**src/design/dgr_pkg.sv**
```systemverilog
// ---------------------------------------------------------------------------
// dgr_pkg
// Shared widths, pipeline depths, codes and constant tables of the distance
// gain roll-off core.
// ---------------------------------------------------------------------------
package dgr_pkg;

   localparam int DATA_W     = 16;                    // field width
   localparam int FRAC_W     = 12;                    // fraction bits of fields
   localparam int LOG_W      = 24;                    // fraction bits of log2
   localparam int W_W        = 63;                    // weight width into affine
   localparam int Q_W        = 30;                    // cosine angle fraction bits
   localparam int DIV_STEPS  = 3;                     // quotient bits per stage
   localparam int DIV_STAGES = Q_W / DIV_STEPS;
   localparam int PWR_LAT    = 2 * LOG_W + 3;         // normalize, log, mult, exp, shift
   localparam int AFF_LAT    = 3;
   localparam int COS_LAT    = DIV_STAGES + 9;
   localparam int CORE_LAT   = PWR_LAT + AFF_LAT;
   localparam int COS_PAD    = CORE_LAT - COS_LAT;

   localparam logic [W_W-1:0] BIG_W  = W_W'(1) << 62;
   localparam logic [W_W-1:0] ONE_W  = W_W'(1) << FRAC_W;
   localparam logic [31:0]    ACC_ONE = 32'h4000_0000;

   // cosine polynomial in v = u^2, Q2.30, Horner order
   localparam logic signed [31:0] COS_A5 = 32'sd27061;
   localparam logic signed [31:0] COS_K [0:4] = '{
      32'sd987048, 32'sd22401991, 32'sd272375560, 32'sd1324675879, 32'sd1073741824
   };

   typedef enum logic [1:0] {
      MODE_ZERO,
      MODE_LIN,
      MODE_POW,
      MODE_COS
   } mode_type;

   typedef enum logic [2:0] {
      CSR_MODE,
      CSR_LIN_OFFSET,
      CSR_LIN_SLOPE,
      CSR_POW_OFFSET,
      CSR_POW_SLOPE,
      CSR_POW_EXPONENT,
      CSR_COS_GAIN,
      CSR_COS_WIDTH
   } csr_index_type;

   // floor square root, used only on constants
   function automatic logic [63:0] isqrt64(input logic [63:0] n);
      logic [63:0] rem;
      logic [63:0] res;
      logic [63:0] bit_v;
      rem   = n;
      res   = '0;
      bit_v = 64'd1 << 62;
      for (int i = 0; i < 32; i++) begin
         if (bit_v > rem) bit_v = bit_v >> 2;
      end
      for (int i = 0; i < 32; i++) begin
         if (bit_v != 64'd0) begin
            if (rem >= res + bit_v) begin
               rem = rem - (res + bit_v);
               res = (res >> 1) + bit_v;
            end else begin
               res = res >> 1;
            end
            bit_v = bit_v >> 2;
         end
      end
      return res;
   endfunction

   // 2^(2^-k) in Q2.30, each root taken from the previous one
   function automatic logic [31:0] exp_root(input int k);
      logic [63:0] r;
      r = 64'd1 << 31;
      for (int j = 1; j <= k; j++) begin
         r = isqrt64(r << 30);
      end
      return r[31:0];
   endfunction

endpackage

```
**src/design/dgr_affine.sv**
```systemverilog
// ---------------------------------------------------------------------------
// dgr_affine
// offset - slope * w with overflow saturation, rounding and output clamp,
// in three stages: partial products, sum and range check, round and clamp.
// ---------------------------------------------------------------------------
module dgr_affine (
   input  logic                              clock,
   input  logic                              adv,
   input  logic [dgr_pkg::W_W-1:0]           w,
   input  logic signed [dgr_pkg::DATA_W-1:0] offset,
   input  logic signed [dgr_pkg::DATA_W-1:0] slope,
   output logic [dgr_pkg::DATA_W-1:0]        gain
);
   import dgr_pkg::*;

   logic [16:0]        sext;
   logic [16:0]        mag;
   logic [47:0]        pl_ff;
   logic [48:0]        ph_ff;
   logic               neg1_ff;
   logic [79:0]        full;
   logic               big_ff;
   logic               neg2_ff;
   logic [W_W-1:0]     mw_ff;
   logic signed [65:0] mwx;
   logic signed [65:0] prd;
   logic signed [65:0] num;
   logic [DATA_W-1:0]  gain_in;
   logic [DATA_W-1:0]  gain_ff;

   assign sext = {slope[DATA_W-1], slope};
   assign mag  = slope[DATA_W-1] ? 17'(-sext) : sext;
   assign full = {ph_ff, 31'b0} + 80'(pl_ff);

   always_ff @(posedge clock) begin
      if (adv) begin
         pl_ff   <= 48'(mag) * 48'(w[30:0]);
         ph_ff   <= 49'(mag) * 49'(w[62:31]);
         neg1_ff <= slope[DATA_W-1];
         big_ff  <= full > (80'd1 << 62);
         mw_ff   <= full[W_W-1:0];
         neg2_ff <= neg1_ff;
         gain_ff <= gain_in;
      end
   end

   always_comb begin
      mwx = {3'b0, mw_ff};
      prd = neg2_ff ? -mwx : mwx;
      num = {{38{offset[DATA_W-1]}}, offset, 12'b0} - prd + 66'sd2048;
      if (big_ff) begin
         gain_in = neg2_ff ? '1 : '0;
      end else if (num[65]) begin
         gain_in = '0;
      end else if (|num[64:28]) begin
         gain_in = '1;
      end else begin
         gain_in = num[27:12];
      end
   end

   assign gain = gain_ff;

endmodule

```
**config.mk**
```make
export PLATFORM = sky130hd
export DESIGN_NAME = dgr_affine
export DESIGN_NICKNAME = d
export VERILOG_FILES = /design/src/design/dgr_pkg.sv /design/src/design/dgr_affine.sv
export SDC_FILE = /design/constraint.sdc
export NUM_CORES = 2
export LEC_CHECK = 0
export ABC_AREA = 1
export BUFFER_PORTS_ARGS = -buffer_cell sky130_fd_sc_hd__buf_4
export CORE_AREA = 2 2 365 331
export DETAILED_ROUTE_END_ITERATION = 12
export DIE_AREA = 0 0 367 333
export MAX_ROUTING_LAYER = met4
export REMOVE_ABC_BUFFERS = 1
export SETUP_SLACK_MARGIN = 0.02
export SLEW_MARGIN = 10
export SYNTH_ARGS = -nofsm -noshare
export SYNTH_HDL_FRONTEND = slang
export SYNTH_SLANG_ARGS = --single-unit
export TNS_END_PERCENT = 10
```
**constraint.sdc**
```tcl
create_clock -name clock -period 11.5 [get_ports clock]
set_input_delay 3.45 -clock clock [delete_from_list [all_inputs] [get_ports clock]]
set_output_delay 3.45 -clock clock [all_outputs]
set_load 0.03 [all_outputs]
```
### After elaboration in Yosys (flattened, before gate mapping)

Cells that the tools add are included.
W data, S select, Z words.

| word-level totals | value |
|---|---|
| word-level logic and storage cells | 22 |
| latch bits | 0 |
| register bits after elaboration | 179 |
| bits of input ports | 97 |
| memories | 0 |
| RAM bits | 0 |
| output and inout port bits | 16 |
| memory bits (read-only) | 0 |

| cells by class | value |
|---|---|
| mux-type cells | 6 |
| bitwise gates (word level) | 0 |
| div/mod/pow operators | 0 |
| $add $sub $neg | 5 |
| multipliers | 2 |
| $lt $le $gt $ge | 1 |
| equality and inequality tests | 0 |
| reductions and logical operators | 1 |
| shift operators | 0 |

Operators with widths:

| kind | count |
|---|---|
| $add A80 B48 Y80 | 1 |
| $gt A80 B63 Y1 const B | 1 |
| $add A66 B12 Y66 const B | 1 |
| $mux W66 | 1 |
| $neg A63 Y66 | 1 |
| $sub A66 B66 Y66 | 1 |
| $mux W16 | 4 |
| $mul A17 B32 Y49 | 1 |
| $mul A17 B31 Y48 | 1 |
| $reduce_or A37 Y1 | 1 |
| $mux W17 | 1 |
| $neg A17 Y17 | 1 |

### Logic depth before layout (Yosys ltp)

| logic depth | value |
|---|---|
| depth in word-level cells | 8 |
| gate-level depth with buffers | 48 |
| depth with buffers taken out | 45 |

### Worst setup path after synthesis

OpenSTA, ideal clock, no wires.

| path | value |
|---|---|
| path kind | input-to-reg |
| from | in slope[0] (netlist bit) |
| to | reg pl_ff[42] (data pin) |
| stages | 36 |
| path buffers | 4 |
| required time | 11242 ps |
| slack | 792 ps |
| arrival | 10450 ps |
| cell sequence | clkbuf_1 buf_1 inv_1 ha_1 inv_1 nor2_1 inv_1 nor2_1 inv_1 nor2_1 nand2_1 nand2_1 or2_2 nand2_1 clkbuf_1 clkbuf_1 nand2_1 fa_1 inv_1 fa_1 fa_1 fa_1 fa_1 inv_1 fa_1 inv_1 ha_1 a21oi_1 inv_1 a21oi_1 a21boi_0 o21ai_0 a21boi_0 o21ai_0 a21oi_1 xnor2_1 |

| between the ends | value |
|---|---|
| word-level cells in the longest chain between the ends | 3 |

RTL lines:

| element | RTL line | text |
|---|---|---|
| start: declaration | dgr_affine.sv:11 | `input logic signed [dgr_pkg::DATA_W-1:0] slope,` |
| $neg A17 Y17 | dgr_affine.sv:32 | `assign mag = slope[DATA_W-1] ? 17'(-sext) : sext;` |
| $mux W17 (*) | dgr_affine.sv:32 |  |
| $mul A17 B31 Y48 (*) | dgr_affine.sv:37 | `pl_ff <= 48'(mag) * 48'(w[30:0]);` |
| end signal: assignment | dgr_affine.sv:37 |  |
| end: declaration | dgr_affine.sv:18 | `logic [47:0] pl_ff;` |

Mark *: on every way between the ends. The rest lies on a longest branch, timed or not.
A chain may end at the register's enable or synchronous reset.

### Worst setup path after layout

| path | value |
|---|---|
| from | in slope[0] (netlist bit) |
| to | reg pl_ff[44] (data pin) |

The elaborated chain is that of the path after synthesis.

==> impl_metrics.env <==
export IMPL_io_pins=113
export IMPL_hp_class="flip-flop to flip-flop"
export IMPL_cap_violations=0
export IMPL_path_clk_slew_ns=0.09
export IMPL_grt_ovfl_total=0
export IMPL_start_kind="input pin"
export IMPL_avgSynthCellArea_sq_um=7.84
export IMPL_h_tree_depth=4
export IMPL_max_slew_margin_rel_pct=32.9
export IMPL_critPathCaptureType="flip-flop"
export IMPL_synthTopCellsByArea="fa_1 38%, inv_1 12%, edfxtp_1 11%"
export IMPL_fmax_ghz=0.0924
export IMPL_setup_worst_path_class="input pin to flip-flop"
export IMPL_dr_pass1_iters=6
export IMPL_grt_pass1_vias=40800
export IMPL_grt_max_degree=104
export IMPL_critPathMaxFanout=24
export IMPL_r2r_cells=32
export IMPL_synthFlopType="edfxtp_1"
export IMPL_regArea_sq_um=5380
export IMPL_via_count=39000
export IMPL_final_cells=7700
export IMPL_cp_endpoint="pl_ff[44]"
export IMPL_cp_slowest_stage_delay_ns=0.55
export IMPL_cts_setup_buffers=0
export IMPL_die_area_sq_um=122000
export IMPL_drtIter0Drc=2826
export IMPL_area_growth_pct=7.76
export IMPL_netlist_instances=6006
export IMPL_yosysTopAreaCellShare_pct=37.6
export IMPL_cts_root_buf="clkbuf_16"
export IMPL_antenna_found_initial=5
export IMPL_numCtsBuffers=17
export IMPL_nets=7394
export IMPL_period_minus_slack_ns=10.82
export IMPL_placementRows=120
export IMPL_ant_nets=0
export IMPL_routedWlPerCell_um=19.6
export IMPL_drt_total_wl_um=151000
export IMPL_tightest_slew_ns=1.01
export IMPL_tritoncts="yes"
export IMPL_grt_pass1_wl_um=237000
export IMPL_numPortBuffers=112
export IMPL_r2r_setup_slack_ns=4.61
export IMPL_outcome="completed"
export IMPL_cpMostUsedCell="nand2_1"
export IMPL_period_share_pct=94.1
export IMPL_crit_slowest_cell="fa_1"
export IMPL_die_y_um=333
export IMPL_dp_hpwl_um=126000
export IMPL_worstPathArrival_ns=11.04
export IMPL_coreArea_sq_um=118000
export IMPL_rsz0062_at_grt="false"
export IMPL_r2r_start="mw_ff[0]"
export IMPL_hold_viol=0
export IMPL_nFillCells=12300
export IMPL_synth_area_sq_um=47100
export IMPL_synth_edf_count=179
export IMPL_crit_path_start="slope[0]"
export IMPL_async_reset_ff_share_pct=0
export IMPL_drc_errors=0
export IMPL_gp_congestion=0.974
export IMPL_postCtsHoldBufs=0
export IMPL_initial_utilization_pct=39.8
export IMPL_grt_usage_pct=25.9
export IMPL_cts_buffer_depth=2
export IMPL_setup_viol=0
export IMPL_ys_ff_latch=179
export IMPL_tns_ns=0
export IMPL_place_ws_ns=0.295
export IMPL_design_area_sq_um=50800
export IMPL_die_width_um=367
export IMPL_reg2reg_to="gain[12]"
export IMPL_clock_sinks=179
export IMPL_yosysUniqueCellTypes=59
export IMPL_drive_above_1_share_pct=4.63
export IMPL_ys_seq_area_share_pct=11.4
export IMPL_multi_input_area_sq_um=35800
export IMPL_post_cts_resized=0
export IMPL_critical_path_required_ns=11.72
export IMPL_routed_via_density=5.06
export IMPL_clock_skew_ns=0.0278
export IMPL_place_inst=7663
export IMPL_yosysWarnings=0
export IMPL_clock_latency_ns=0.50
export IMPL_yosys_area_top_type="fa_1"
export IMPL_setup_slack_ns=0.683
export IMPL_report_final_slew_viol_count=0
export IMPL_place_area_sq_um=50100
==> critical path: cells and delay by family <==
kind	cells	cell delay [ns]
compound gates	3	0.73
xor+xnor	1	0.40
simple gates	12	1.54
fa+ha+maj	7	3.32
buf+inv	10	1.55
==> worst min path at each step <==
stage | from | end | slack, ns | cells past startpoint
2_1_floorplan | neg1_ff | neg2_ff | 0.40 | 0
3_3_place_gp | neg1_ff | neg2_ff | 0.41 | 0
3_5_place_dp | neg1_ff | neg2_ff | 0.43 | 0
4_1_cts | pl_ff[22] | mw_ff[22] | 0.44 | 0
5_1_grt | pl_ff[22] | mw_ff[22] | 0.45 | 0
6_report | pl_ff[22] | mw_ff[22] | 0.45 | 0
==> through the flow <==
step	hold WS [ns]	util, %
2_1_floorplan	0.400	-
3_3_place_gp	0.406	42.4
3_5_place_dp	0.430	42.4
4_1_cts	0.442	42.9
5_1_grt	0.455	42.9
6_report	0.446	42.9
==> routing by layer <==
metal / share of wire (%) / GRT usage [%] / vias up
met1: 45 / 35.3 / 19400
li1: - / - / 18100
met5: 0 / - / -
met4: 2.0 / 5.27 / 0
met3: 6.8 / 3.57 / 170
met2: 46 / 41.1 / 1282
==> final cells by class <==
class | instances | share of cell area [%]
antenna | 5 | 0.0246
clock buffer | 17 | 0.838
clock inverter | 15 | 0.404
inverter | 1477 | 10.9
multi-input combinational | 4237 | 70.4
sequential | 179 | 10.6
tap | 1586 | 3.91
timing repair buffer | 184 | 2.88
==> sequential cells by signal (all words and copies together) (netlist names) <==
register / cells
ph_ff: 49
big_ff: 1
pl_ff: 48
neg1_ff: 1
gain: 16
mw_ff: 63
neg2_ff: 1
==> cell families after synthesis <==
group	count (synthesis)	synth area share, %
and+or+nand+nor	2251	19.5
buffers and inverters	1651	13.2
adders and majority gates	1201	46.0
AOI/OAI and AO/OA	518	6.06
xor gates and xnor gates	204	3.81
DFF	179	11.4
other	2	0.0159
==> cell usage in the layout (no fill, tap or decap), types with 6 or more instances in the layout <==
| master | n |
|---|---|
| fa_1 | 884 |
| o211ai_1 | 7 |
| a21boi_0 | 9 |
| inv_1 | 1460 |
| xnor2_1 | 79 |
| nand2_2 | 20 |
| nor2_1 | 679 |
| buf_4 | 177 |
| or2_2 | 13 |
| nand3b_1 | 15 |
| inv_2 | 6 |
| conb_1 | 63 |
| o21ai_0 | 153 |
| nor2_2 | 7 |
| o221ai_1 | 6 |
| o21ai_1 | 9 |
| buf_12 | 6 |
| clkinv_8 | 8 |
| ha_1 | 317 |
| o21a_1 | 16 |
| o31ai_1 | 6 |
| edfxtp_1 | 179 |
| o21bai_1 | 12 |
| clkinv_1 | 11 |
| nor3_1 | 56 |
| nand4_1 | 58 |
| nand3_1 | 113 |
| a31oi_1 | 28 |
| xor2_1 | 124 |
| a21oi_1 | 251 |
| nand2_1 | 1229 |
| clkbuf_16 | 17 |
| nor4_1 | 35 |
==> synthesized netlist by cell type (3+ instances only) <==
master and count:
or2_2 13, edfxtp_1 179, a21boi_0 9, nand2_1 1236
o31ai_1 6, o21ai_1 9, buf_2 3, buf_6 3
o211ai_1 7, nor4_1 35, a31oi_1 28, fa_1 884
xor2_1 124, clkinv_1 7, inv_2 5, ha_1 317
nor2_1 679, buf_1 35, nand4_1 58, a211oi_1 5
o21bai_1 12, a21o_1 5, o221ai_1 6, o21ai_0 153
nor3_1 56, nand2_2 13, nor2_4 5, inv_1 1465
nand3_1 113, clkbuf_1 128, a21oi_1 251, nand2_4 4
or4_1 3, o21a_1 16, clkbuf_2 4, nor2_2 7
xnor2_1 79, nand3b_1 15, nand3_2 3
Power is left out: the tool's default activity adds up to more than one toggle a clock period on the data nets, which glitch-free logic cannot reach.
